--- src/hdl/tpc_pkg.sv ---
package tpc_pkg;

    localparam int COUNTER_WIDTH = 32;
    localparam int CHANNELS      = 4;

    localparam int PSC_W        = 16;
    localparam int FLAG_W       = 5;
    localparam int DATA_W       = 32;
    localparam int IDX_W        = 4;
    localparam int CMD_W        = 2;
    localparam int PWM_W        = 4;
    localparam int IN_TDATA_W   = 40;
    localparam int OUT_TDATA_W  = 40;

    localparam int CTL_EN_BIT   = 0;
    localparam int CTL_OPM_BIT  = 3;
    localparam int CTL_ARPE_BIT = 7;
    localparam int CCR_PE_BIT   = 3;
    localparam int EGR_UG_BIT   = 0;

    localparam logic [2:0] MODE_PWM1 = 3'd6;

    typedef enum logic [CMD_W-1:0] {
        CMD_TICK  = 2'd0,
        CMD_WRITE = 2'd1,
        CMD_READ  = 2'd2,
        CMD_NOP   = 2'd3
    } t_cmd;

    typedef enum logic [IDX_W-1:0] {
        REG_CTRL  = 4'd0,
        REG_SR    = 4'd1,
        REG_IER   = 4'd2,
        REG_EGR   = 4'd3,
        REG_CNT   = 4'd4,
        REG_PSC   = 4'd5,
        REG_ARR   = 4'd6,
        REG_MODE0 = 4'd7,
        REG_MODE1 = 4'd8,
        REG_CHEN  = 4'd9,
        REG_CCR0  = 4'd10
    } t_reg_idx;

    typedef logic [COUNTER_WIDTH-1:0] t_cnt;
    typedef logic [1:0][15:0]         t_mode;
    typedef logic [CHANNELS-1:0][COUNTER_WIDTH-1:0] t_ccr;

    typedef struct packed {
        t_cmd             cmd;
        t_reg_idx         idx;
        logic [DATA_W-1:0] data;
    } t_item;

    typedef struct packed {
        logic [DATA_W-1:0] read_data;
        logic              upd;
    } t_result;

    typedef struct packed {
        logic [7:0]        ctrl;
        logic [FLAG_W-1:0] flags;
        logic [FLAG_W-1:0] irq_en;
        t_cnt              cnt;
        t_mode             mode;
        logic [15:0]       chen;
        t_ccr              ccr_act;
    } t_view;

    function automatic logic [7:0] chan_byte(input t_mode mode, input int c);
        return mode[c[1]][((c & 1) * 8) +: 8];
    endfunction

    function automatic logic [2:0] pwm_mode(input t_mode mode, input int c);
        logic [7:0] b;
        b = chan_byte(mode, c);
        return b[6:4];
    endfunction

    function automatic logic ccr_preload(input t_mode mode, input int c);
        logic [7:0] b;
        b = chan_byte(mode, c);
        return b[CCR_PE_BIT];
    endfunction

endpackage

--- src/hdl/timer_with_pwm_compare_core.sv ---
// General-purpose up-counting timer with four PWM compare channels. Each input
// beat is a prescaler tick, a register write or a register read, and each one
// yields exactly one output beat. One beat is taken per clock while the result is
// not stalled. The input register loads at the accepting edge, and the whole register
// update for a beat is made in a single step at the edge that loads the result register,
// once the result register is free or being drained. A stalled result holds the input
// register, so at most two beats are in flight.
// irq and pwm_out reflect the timer state right after the beat they ride on.
module timer_with_pwm_compare_core (
    input  logic                              i_clk,
    input  logic                              i_rst_n,
    input  logic                              s_axis_tvalid,
    output logic                              s_axis_tready,
    // [3:0] reg_index, [35:4] write_data, [39:36] zero
    input  logic [tpc_pkg::IN_TDATA_W-1:0]    s_axis_tdata,
    // [1:0] cmd
    input  logic [tpc_pkg::CMD_W-1:0]         s_axis_tuser,
    output logic                              m_axis_tvalid,
    input  logic                              m_axis_tready,
    // [31:0] read_data, [32] irq, [36:33] pwm_out, [37] update_pulse, [39:38] zero
    output logic [tpc_pkg::OUT_TDATA_W-1:0]   m_axis_tdata
);

    logic              advance;
    logic              fire;
    tpc_pkg::t_item    item;
    tpc_pkg::t_result  result;
    tpc_pkg::t_view    view;

    tpc_in_stage u_in (
        .i_clk     (i_clk),
        .i_rst_n   (i_rst_n),
        .i_valid   (s_axis_tvalid),
        .o_ready   (s_axis_tready),
        .i_tdata   (s_axis_tdata),
        .i_tuser   (s_axis_tuser),
        .i_advance (advance),
        .o_fire    (fire),
        .o_item    (item)
    );

    tpc_core u_core (
        .i_clk    (i_clk),
        .i_rst_n  (i_rst_n),
        .i_fire   (fire),
        .i_item   (item),
        .o_result (result),
        .o_view   (view)
    );

    tpc_out_stage u_out (
        .i_clk     (i_clk),
        .i_rst_n   (i_rst_n),
        .i_load    (fire),
        .i_result  (result),
        .i_view    (view),
        .i_ready   (m_axis_tready),
        .o_valid   (m_axis_tvalid),
        .o_tdata   (m_axis_tdata),
        .o_advance (advance)
    );

`ifndef SYNTHESIS
    a_upd_sets_flag: assert property (@(posedge i_clk) disable iff (!i_rst_n)
        (m_axis_tvalid && m_axis_tdata[37]) |-> view.flags[0])
        else $error("update beat without update flag");

    a_stopped_tick: assert property (@(posedge i_clk) disable iff (!i_rst_n)
        (fire && item.cmd == tpc_pkg::CMD_TICK && !view.ctrl[tpc_pkg::CTL_EN_BIT])
        |=> $stable(view.cnt))
        else $error("counter moved on a tick while disabled");

    a_stall_freezes_state: assert property (@(posedge i_clk) disable iff (!i_rst_n)
        (m_axis_tvalid && !m_axis_tready) |=> ($stable(view.cnt) && $stable(view.flags)))
        else $error("timer state changed under a stalled result");
`endif

endmodule

--- src/hdl/tpc_in_stage.sv ---
module tpc_in_stage (
    input  logic                                i_clk,
    input  logic                                i_rst_n,
    input  logic                                i_valid,
    output logic                                o_ready,
    input  logic [tpc_pkg::IN_TDATA_W-1:0]      i_tdata,
    input  logic [tpc_pkg::CMD_W-1:0]           i_tuser,
    input  logic                                i_advance,
    output logic                                o_fire,
    output tpc_pkg::t_item                      o_item
);

    logic           r_valid;
    tpc_pkg::t_item r_item;

    assign o_ready = !r_valid || i_advance;
    assign o_fire  = r_valid && i_advance;
    assign o_item  = r_item;

    always_ff @(posedge i_clk) begin
        if (!i_rst_n) begin
            r_valid <= 1'b0;
        end else if (i_valid && o_ready) begin
            r_valid <= 1'b1;
        end else if (i_advance) begin
            r_valid <= 1'b0;
        end
    end

    always_ff @(posedge i_clk) begin
        if (i_valid && o_ready) begin
            r_item.cmd  <= tpc_pkg::t_cmd'(i_tuser);
            r_item.idx  <= tpc_pkg::t_reg_idx'(i_tdata[tpc_pkg::IDX_W-1:0]);
            r_item.data <= i_tdata[tpc_pkg::IDX_W +: tpc_pkg::DATA_W];
        end
    end

endmodule

--- src/hdl/tpc_core.sv ---
module tpc_core (
    input  logic              i_clk,
    input  logic              i_rst_n,
    input  logic              i_fire,
    input  tpc_pkg::t_item    i_item,
    output tpc_pkg::t_result  o_result,
    output tpc_pkg::t_view    o_view
);

    localparam int CW = tpc_pkg::COUNTER_WIDTH;
    localparam int PW = tpc_pkg::PSC_W;
    localparam int FW = tpc_pkg::FLAG_W;

    logic [7:0]        r_ctrl,    n_ctrl;
    logic [FW-1:0]     r_flags,   n_flags;
    logic [FW-1:0]     r_irq_en,  n_irq_en;
    tpc_pkg::t_cnt     r_cnt,     n_cnt;
    logic [PW-1:0]     r_psc_cnt, n_psc_cnt;
    logic [PW-1:0]     r_psc_pre, n_psc_pre;
    logic [PW-1:0]     r_psc_act, n_psc_act;
    tpc_pkg::t_cnt     r_arr_pre, n_arr_pre;
    tpc_pkg::t_cnt     r_arr_act, n_arr_act;
    tpc_pkg::t_mode    r_mode,    n_mode;
    logic [15:0]       r_chen,    n_chen;
    tpc_pkg::t_ccr     r_ccr_pre, n_ccr_pre;
    tpc_pkg::t_ccr     r_ccr_act, n_ccr_act;

    logic                         load;
    logic                         upd;
    logic [tpc_pkg::DATA_W-1:0]   rd;
    logic [tpc_pkg::CHANNELS-1:0] match;
    tpc_pkg::t_cnt                cnt_inc;
    logic                         cnt_wrap;
    logic                         psc_wrap;

    assign cnt_inc  = r_cnt + CW'(1);
    assign cnt_wrap = r_cnt >= r_arr_act;
    assign psc_wrap = r_psc_cnt >= r_psc_act;

    always_comb begin
        n_ctrl    = r_ctrl;
        n_flags   = r_flags;
        n_irq_en  = r_irq_en;
        n_cnt     = r_cnt;
        n_psc_cnt = r_psc_cnt;
        n_psc_pre = r_psc_pre;
        n_psc_act = r_psc_act;
        n_arr_pre = r_arr_pre;
        n_arr_act = r_arr_act;
        n_mode    = r_mode;
        n_chen    = r_chen;
        n_ccr_pre = r_ccr_pre;
        n_ccr_act = r_ccr_act;
        load      = 1'b0;
        upd       = 1'b0;
        rd        = '0;
        match     = '0;

        if (i_fire) begin
            unique case (i_item.cmd)
                tpc_pkg::CMD_TICK: begin
                    if (r_ctrl[tpc_pkg::CTL_EN_BIT]) begin
                        if (psc_wrap) begin
                            n_psc_cnt = '0;
                            if (cnt_wrap) begin
                                n_cnt = '0;
                                load  = 1'b1;
                                upd   = 1'b1;
                                if (r_ctrl[tpc_pkg::CTL_OPM_BIT]) begin
                                    n_ctrl[tpc_pkg::CTL_EN_BIT] = 1'b0;
                                end
                            end else begin
                                n_cnt = cnt_inc;
                            end
                            // after a wrap the active compare is the preload copy
                            for (int c = 0; c < tpc_pkg::CHANNELS; c++) begin
                                match[c] = cnt_wrap ? (r_ccr_pre[c] == '0)
                                                    : (cnt_inc == r_ccr_act[c]);
                            end
                        end else begin
                            n_psc_cnt = r_psc_cnt + PW'(1);
                        end
                    end
                end
                tpc_pkg::CMD_WRITE: begin
                    unique case (i_item.idx)
                        tpc_pkg::REG_CTRL:  n_ctrl   = i_item.data[7:0];
                        tpc_pkg::REG_SR:    n_flags  = r_flags & i_item.data[FW-1:0];
                        tpc_pkg::REG_IER:   n_irq_en = i_item.data[FW-1:0];
                        tpc_pkg::REG_EGR: begin
                            if (i_item.data[tpc_pkg::EGR_UG_BIT]) begin
                                n_cnt     = '0;
                                n_psc_cnt = '0;
                                load      = 1'b1;
                                upd       = 1'b1;
                            end
                        end
                        tpc_pkg::REG_CNT:   n_cnt     = i_item.data[CW-1:0];
                        tpc_pkg::REG_PSC:   n_psc_pre = i_item.data[PW-1:0];
                        tpc_pkg::REG_ARR: begin
                            n_arr_pre = i_item.data[CW-1:0];
                            if (!r_ctrl[tpc_pkg::CTL_ARPE_BIT]) begin
                                n_arr_act = i_item.data[CW-1:0];
                            end
                        end
                        tpc_pkg::REG_MODE0: n_mode[0] = i_item.data[15:0];
                        tpc_pkg::REG_MODE1: n_mode[1] = i_item.data[15:0];
                        tpc_pkg::REG_CHEN:  n_chen    = i_item.data[15:0];
                        default: begin
                            for (int c = 0; c < tpc_pkg::CHANNELS; c++) begin
                                if (4'(i_item.idx) == 4'(tpc_pkg::REG_CCR0) + 4'(c)) begin
                                    n_ccr_pre[c] = i_item.data[CW-1:0];
                                    if (!tpc_pkg::ccr_preload(r_mode, c)) begin
                                        n_ccr_act[c] = i_item.data[CW-1:0];
                                    end
                                end
                            end
                        end
                    endcase
                end
                tpc_pkg::CMD_READ: begin
                    unique case (i_item.idx)
                        tpc_pkg::REG_CTRL:  rd = 32'(r_ctrl);
                        tpc_pkg::REG_SR:    rd = 32'(r_flags);
                        tpc_pkg::REG_IER:   rd = 32'(r_irq_en);
                        tpc_pkg::REG_CNT:   rd = 32'(r_cnt);
                        tpc_pkg::REG_PSC:   rd = 32'(r_psc_pre);
                        tpc_pkg::REG_ARR:   rd = 32'(r_arr_pre);
                        tpc_pkg::REG_MODE0: rd = 32'(r_mode[0]);
                        tpc_pkg::REG_MODE1: rd = 32'(r_mode[1]);
                        tpc_pkg::REG_CHEN:  rd = 32'(r_chen);
                        default: begin
                            for (int c = 0; c < tpc_pkg::CHANNELS; c++) begin
                                if (4'(i_item.idx) == 4'(tpc_pkg::REG_CCR0) + 4'(c)) begin
                                    rd = 32'(r_ccr_pre[c]);
                                end
                            end
                        end
                    endcase
                end
                tpc_pkg::CMD_NOP: begin
                end
            endcase
        end

        if (load) begin
            n_psc_act = r_psc_pre;
            n_arr_act = r_arr_pre;
            n_ccr_act = r_ccr_pre;
            n_flags[0] = 1'b1;
        end
        for (int c = 0; c < tpc_pkg::CHANNELS; c++) begin
            if (match[c]) begin
                n_flags[c+1] = 1'b1;
            end
        end
    end

    always_ff @(posedge i_clk) begin
        if (!i_rst_n) begin
            r_ctrl    <= '0;
            r_flags   <= '0;
            r_irq_en  <= '0;
            r_cnt     <= '0;
            r_psc_cnt <= '0;
            r_psc_pre <= '0;
            r_psc_act <= '0;
            r_arr_pre <= '1;
            r_arr_act <= '1;
            r_mode    <= '0;
            r_chen    <= '0;
            r_ccr_pre <= '0;
            r_ccr_act <= '0;
        end else begin
            r_ctrl    <= n_ctrl;
            r_flags   <= n_flags;
            r_irq_en  <= n_irq_en;
            r_cnt     <= n_cnt;
            r_psc_cnt <= n_psc_cnt;
            r_psc_pre <= n_psc_pre;
            r_psc_act <= n_psc_act;
            r_arr_pre <= n_arr_pre;
            r_arr_act <= n_arr_act;
            r_mode    <= n_mode;
            r_chen    <= n_chen;
            r_ccr_pre <= n_ccr_pre;
            r_ccr_act <= n_ccr_act;
        end
    end

    assign o_result.read_data = rd;
    assign o_result.upd       = upd;

    assign o_view.ctrl    = r_ctrl;
    assign o_view.flags   = r_flags;
    assign o_view.irq_en  = r_irq_en;
    assign o_view.cnt     = r_cnt;
    assign o_view.mode    = r_mode;
    assign o_view.chen    = r_chen;
    assign o_view.ccr_act = r_ccr_act;

endmodule

--- src/hdl/tpc_out_stage.sv ---
module tpc_out_stage (
    input  logic                              i_clk,
    input  logic                              i_rst_n,
    input  logic                              i_load,
    input  tpc_pkg::t_result                  i_result,
    input  tpc_pkg::t_view                    i_view,
    input  logic                              i_ready,
    output logic                              o_valid,
    output logic [tpc_pkg::OUT_TDATA_W-1:0]   o_tdata,
    output logic                              o_advance
);

    logic                       r_valid;
    tpc_pkg::t_result           r_result;
    logic [tpc_pkg::PWM_W-1:0]  pwm;
    logic                       irq;

    assign o_advance = !r_valid || i_ready;
    assign o_valid   = r_valid;

    always_ff @(posedge i_clk) begin
        if (!i_rst_n) begin
            r_valid <= 1'b0;
        end else if (i_load) begin
            r_valid <= 1'b1;
        end else if (i_ready) begin
            r_valid <= 1'b0;
        end
    end

    always_ff @(posedge i_clk) begin
        if (i_load) begin
            r_result <= i_result;
        end
    end

    // timer state only moves together with a new result, so it matches r_result
    always_comb begin
        pwm = '0;
        for (int c = 0; c < tpc_pkg::CHANNELS; c++) begin
            pwm[c] = i_view.chen[4*c]
                  && (tpc_pkg::pwm_mode(i_view.mode, c) == tpc_pkg::MODE_PWM1)
                  && (i_view.cnt < i_view.ccr_act[c]);
        end
    end

    assign irq = |(i_view.flags & i_view.irq_en);

    assign o_tdata = {2'b00, r_result.upd, pwm, irq, r_result.read_data};

endmodule
--- config.mk ---
export PLATFORM = sky130hd
export DESIGN_NAME = timer_with_pwm_compare_core
export DESIGN_NICKNAME = d
export VERILOG_FILES = /design/src/hdl/tpc_pkg.sv /design/src/hdl/timer_with_pwm_compare_core.sv /design/src/hdl/tpc_in_stage.sv /design/src/hdl/tpc_core.sv /design/src/hdl/tpc_out_stage.sv
export SDC_FILE = /design/constraint.sdc
export NUM_CORES = 2
export LEC_CHECK = 0
export ABC_AREA = 1
export BUFFER_PORTS_ARGS = -buffer_cell sky130_fd_sc_hd__buf_2
export CAP_MARGIN = 30
export CORE_ASPECT_RATIO = 0.7
export CORE_MARGIN = 3
export CORE_UTILIZATION = 65
export CTS_BUF_LIST = sky130_fd_sc_hd__clkbuf_8
export DETAILED_ROUTE_END_ITERATION = 6
export HOLD_SLACK_MARGIN = 0.02
export PLACE_DENSITY_LB_ADDON = 0.1
export SYNTH_ARGS = -nofsm -noshare
export SYNTH_HDL_FRONTEND = slang
export SYNTH_SLANG_ARGS = --single-unit
--- constraint.sdc ---
create_clock -name i_clk -period 3.18 [get_ports i_clk]
set_input_delay 0.318 -clock i_clk [delete_from_list [all_inputs] [get_ports i_clk]]
set_output_delay 0.318 -clock i_clk [all_outputs]
set_load 0.005 [all_outputs]
==> qor.yml <==
clock-sinks: 539
drive_gt1_frac: 0.119
relSlewSlack: 0.277
rows: 65
overflow: 0
ant_nets: 0
synthFlopType: "dfxtp_1"
drtIter0Drc: 5305
drc: 0
grt_max_degree: 99
cts-root-buf: "clkbuf_8"
synth-seq-cells: 539
die-area_sq_um: 48900
synth_top_area_frac: 0.312
yosys_warnings: 0
hpwlAfterDp_microns: 81000
hold_viol: 0
placed_cell_area_sq_um: 31800
p_total_mw: 14.5
via_per_inst: 6.43
leakage_nw: 15.7
report.final.slew_viol_count: 0
clock_latency_ps: 730
status: "finished with violations"
critPathCaptureType: "output port"
post-route-util: 0.758
worstSetupPathType: "flip-flop to output port"
coreArea_sq_um: 45400
skew_ps: 40.1
max_freq_ghz: 0.308
vias: 32400
cts_tree: "yes"
grt_pass1_vias: 29200
detail_route.first_pass.iterations: 6
fin_crit_sh: 1.02
yosysSeqAreaShare: 0.383
numCtsBuffers: 82
synth_edf_count: 71
yosys.cell_count.top_type: "nand2_1"
seqCellArea_sq_um: 11500
period_needed_ps: 3240
ios: 88
peakVddDrop_mv: 0.624
synthToLayoutAreaGrowth_pct: 14.5
die_h_microns: 186
die_w_microns: 263
postSynthAreaPerCell_sq_um: 7.12
path_clk_slew_ps: 70
cts_buffer_depth: 3
pre_cts_ws_ps: 203
place.gp.congestion: 1.03
netlist_instances: 4217
ys_async_sr_fraction: 0
power.density_nw_per_um2: 422
nFillCells: 3558
nets: 4587
h-tree-depth: 3
synth_top_cells_by_area: "dfxtp_1, nand2_1, nand3_1"
synth_cell_type_count: 51
tightestPinTransition_ps: 1070
rsz0062_at_grt: "yes"
setup_tns_ps: -143
finalWorstSetupSlack_ps: -64.5
io_buffers: 81
grt_usage: 0.459
wl_microns: 116000
cp_data_arrival_time_ps: 2930
synth_area_leader_cell: "dfxtp_1"
multi_input_comb_area_sq_um: 16200
initial_utilization: 0.662
hold_class: "primary input to flip-flop"
antenna_found_initial: 3
setup_viol: 3
worst-path-max-fanout: 5
syn_area_sq_um: 30000
cp.required_ps: 2860
violations: "negative setup slack"
synth_common_cells: "nand2_1, nand3_1, dfxtp_1"
maxCapViolations: 0
fin_area_sq_um: 34400
worstSetupStartpointType: "flip-flop"
grt_pass1_wl_microns: 172000
wl_per_cell_microns: 23.0
==> flip-flops by register name (all words and copies together), names as in the netlist, 32 cells and up <==
| signal | flops |
|---|---|
| u_core.o_view | 160 |
| u_core.r_arr_act | 32 |
| u_in.o_item | 38 |
| u_core.r_ccr_pre | 128 |
| u_core.r_cnt | 32 |
| u_core.r_arr_pre | 32 |
| u_out.o_tdata | 33 |
==> where the power goes <==
part	leakage, nW	switching (mW)	internal (mW)
clock	0.973	2.95	3.09
sequential	4.45	0.123	6.98
combinational	10.3	0.921	0.440
==> logic make-up after synthesis <==
family | Yosys count | share of synthesized area
compound gates | 915 | 0.171
xor+xnor | 39 | 0.0114
fa+ha+maj | 178 | 0.0741
buf+inv | 707 | 0.0917
flops | 539 | 0.383
other cells | 1 | 0.000125
simple gates | 1838 | 0.268
==> layer usage <==
| metal | vias up | GRT usage | share of wire | wire, microns |
|---|---|---|---|---|
| met3 | 441 | 0.189 | 0.18 | 21200 |
| li1 | 14600 | - | - | - |
| met2 | 2600 | 0.601 | 0.37 | 43000 |
| met1 | 14700 | 0.654 | 0.40 | 46300 |
| met4 | 6 | 0.199 | 0.045 | 5210 |
| met5 | - | 0.0125 | 0.00064 | 74 |
==> metrics by stage <==
stage,hold slack [ps],cells
final,60.7,5033
after global routing,72.9,5031
after CTS,26.9,5025
after detailed placement,445,4833
after global placement,442,4833
after floorplan,417,4218
==> layout by cell type (no fill, tap or decap), drive strengths merged, types with 26 or more instances in the layout <==
| master | instances |
|---|---|
| nand2 | 929 |
| nand3 | 552 |
| inv | 487 |
| dfxtp | 468 |
| a21oi | 445 |
| o21ai | 304 |
| buf | 256 |
| nor2 | 226 |
| ha | 178 |
| clkbuf | 104 |
| edfxtp | 71 |
| nand4 | 63 |
| o211ai | 47 |
| dlygate4sd3 | 40 |
| xor2 | 38 |
| nor4 | 37 |
| a32o | 32 |
| nor3 | 28 |
| clkinv | 26 |
==> critical path: stages (launching register included) <==
cell and delay, ps:
dfxtp_4 360, clkinvlp_4 170, ha_2 190, inv_1 60, a21oi_2 170, o21ai_2 110, a21oi_2 240, nor3_2 60
nor2_2 200, o221ai_2 140, nand3_1 100, nand2_2 110, nor2_4 150, buf_2 140
==> final cells by class <==
cell class              instances  share of cell area
diodes                          2            0.000145
clock buffers                 103              0.0412
clock inverters                46             0.00760
inverters                     471              0.0515
multi-input cells            2972               0.471
flip-flops and latches        539               0.335
well taps                     603              0.0219
repair buffers                297              0.0718
==> timing repair <==
| item | 4_1_cts | 5_1_grt |
|---|---|---|
| setup endpoints to repair | 4 | 62 |
| setup buffers | 3 | 5 |
| pin swaps | 21 | 17 |
| endpoints found under the hold margin | 40 | 0 |
| hold buffers | 40 | 0 |
| resized for setup | 53 | 48 |
==> path summary, 6_finish.rpt <==
path | slack, ps | endpoint | from | cells past startpoint
min reg2reg | 460 | u_core.r_arr_act[15] | u_core.r_arr_act[15] | 2
min | 60 | u_core.r_arr_act[0] | i_rst_n | 2
max reg2reg | 90 | u_core.r_flags[2] | u_core.r_cnt[0] | 19
max | -60 | m_axis_tdata[33] | u_core.r_cnt[0] | 13
Power figures use the tool's default switching activity.
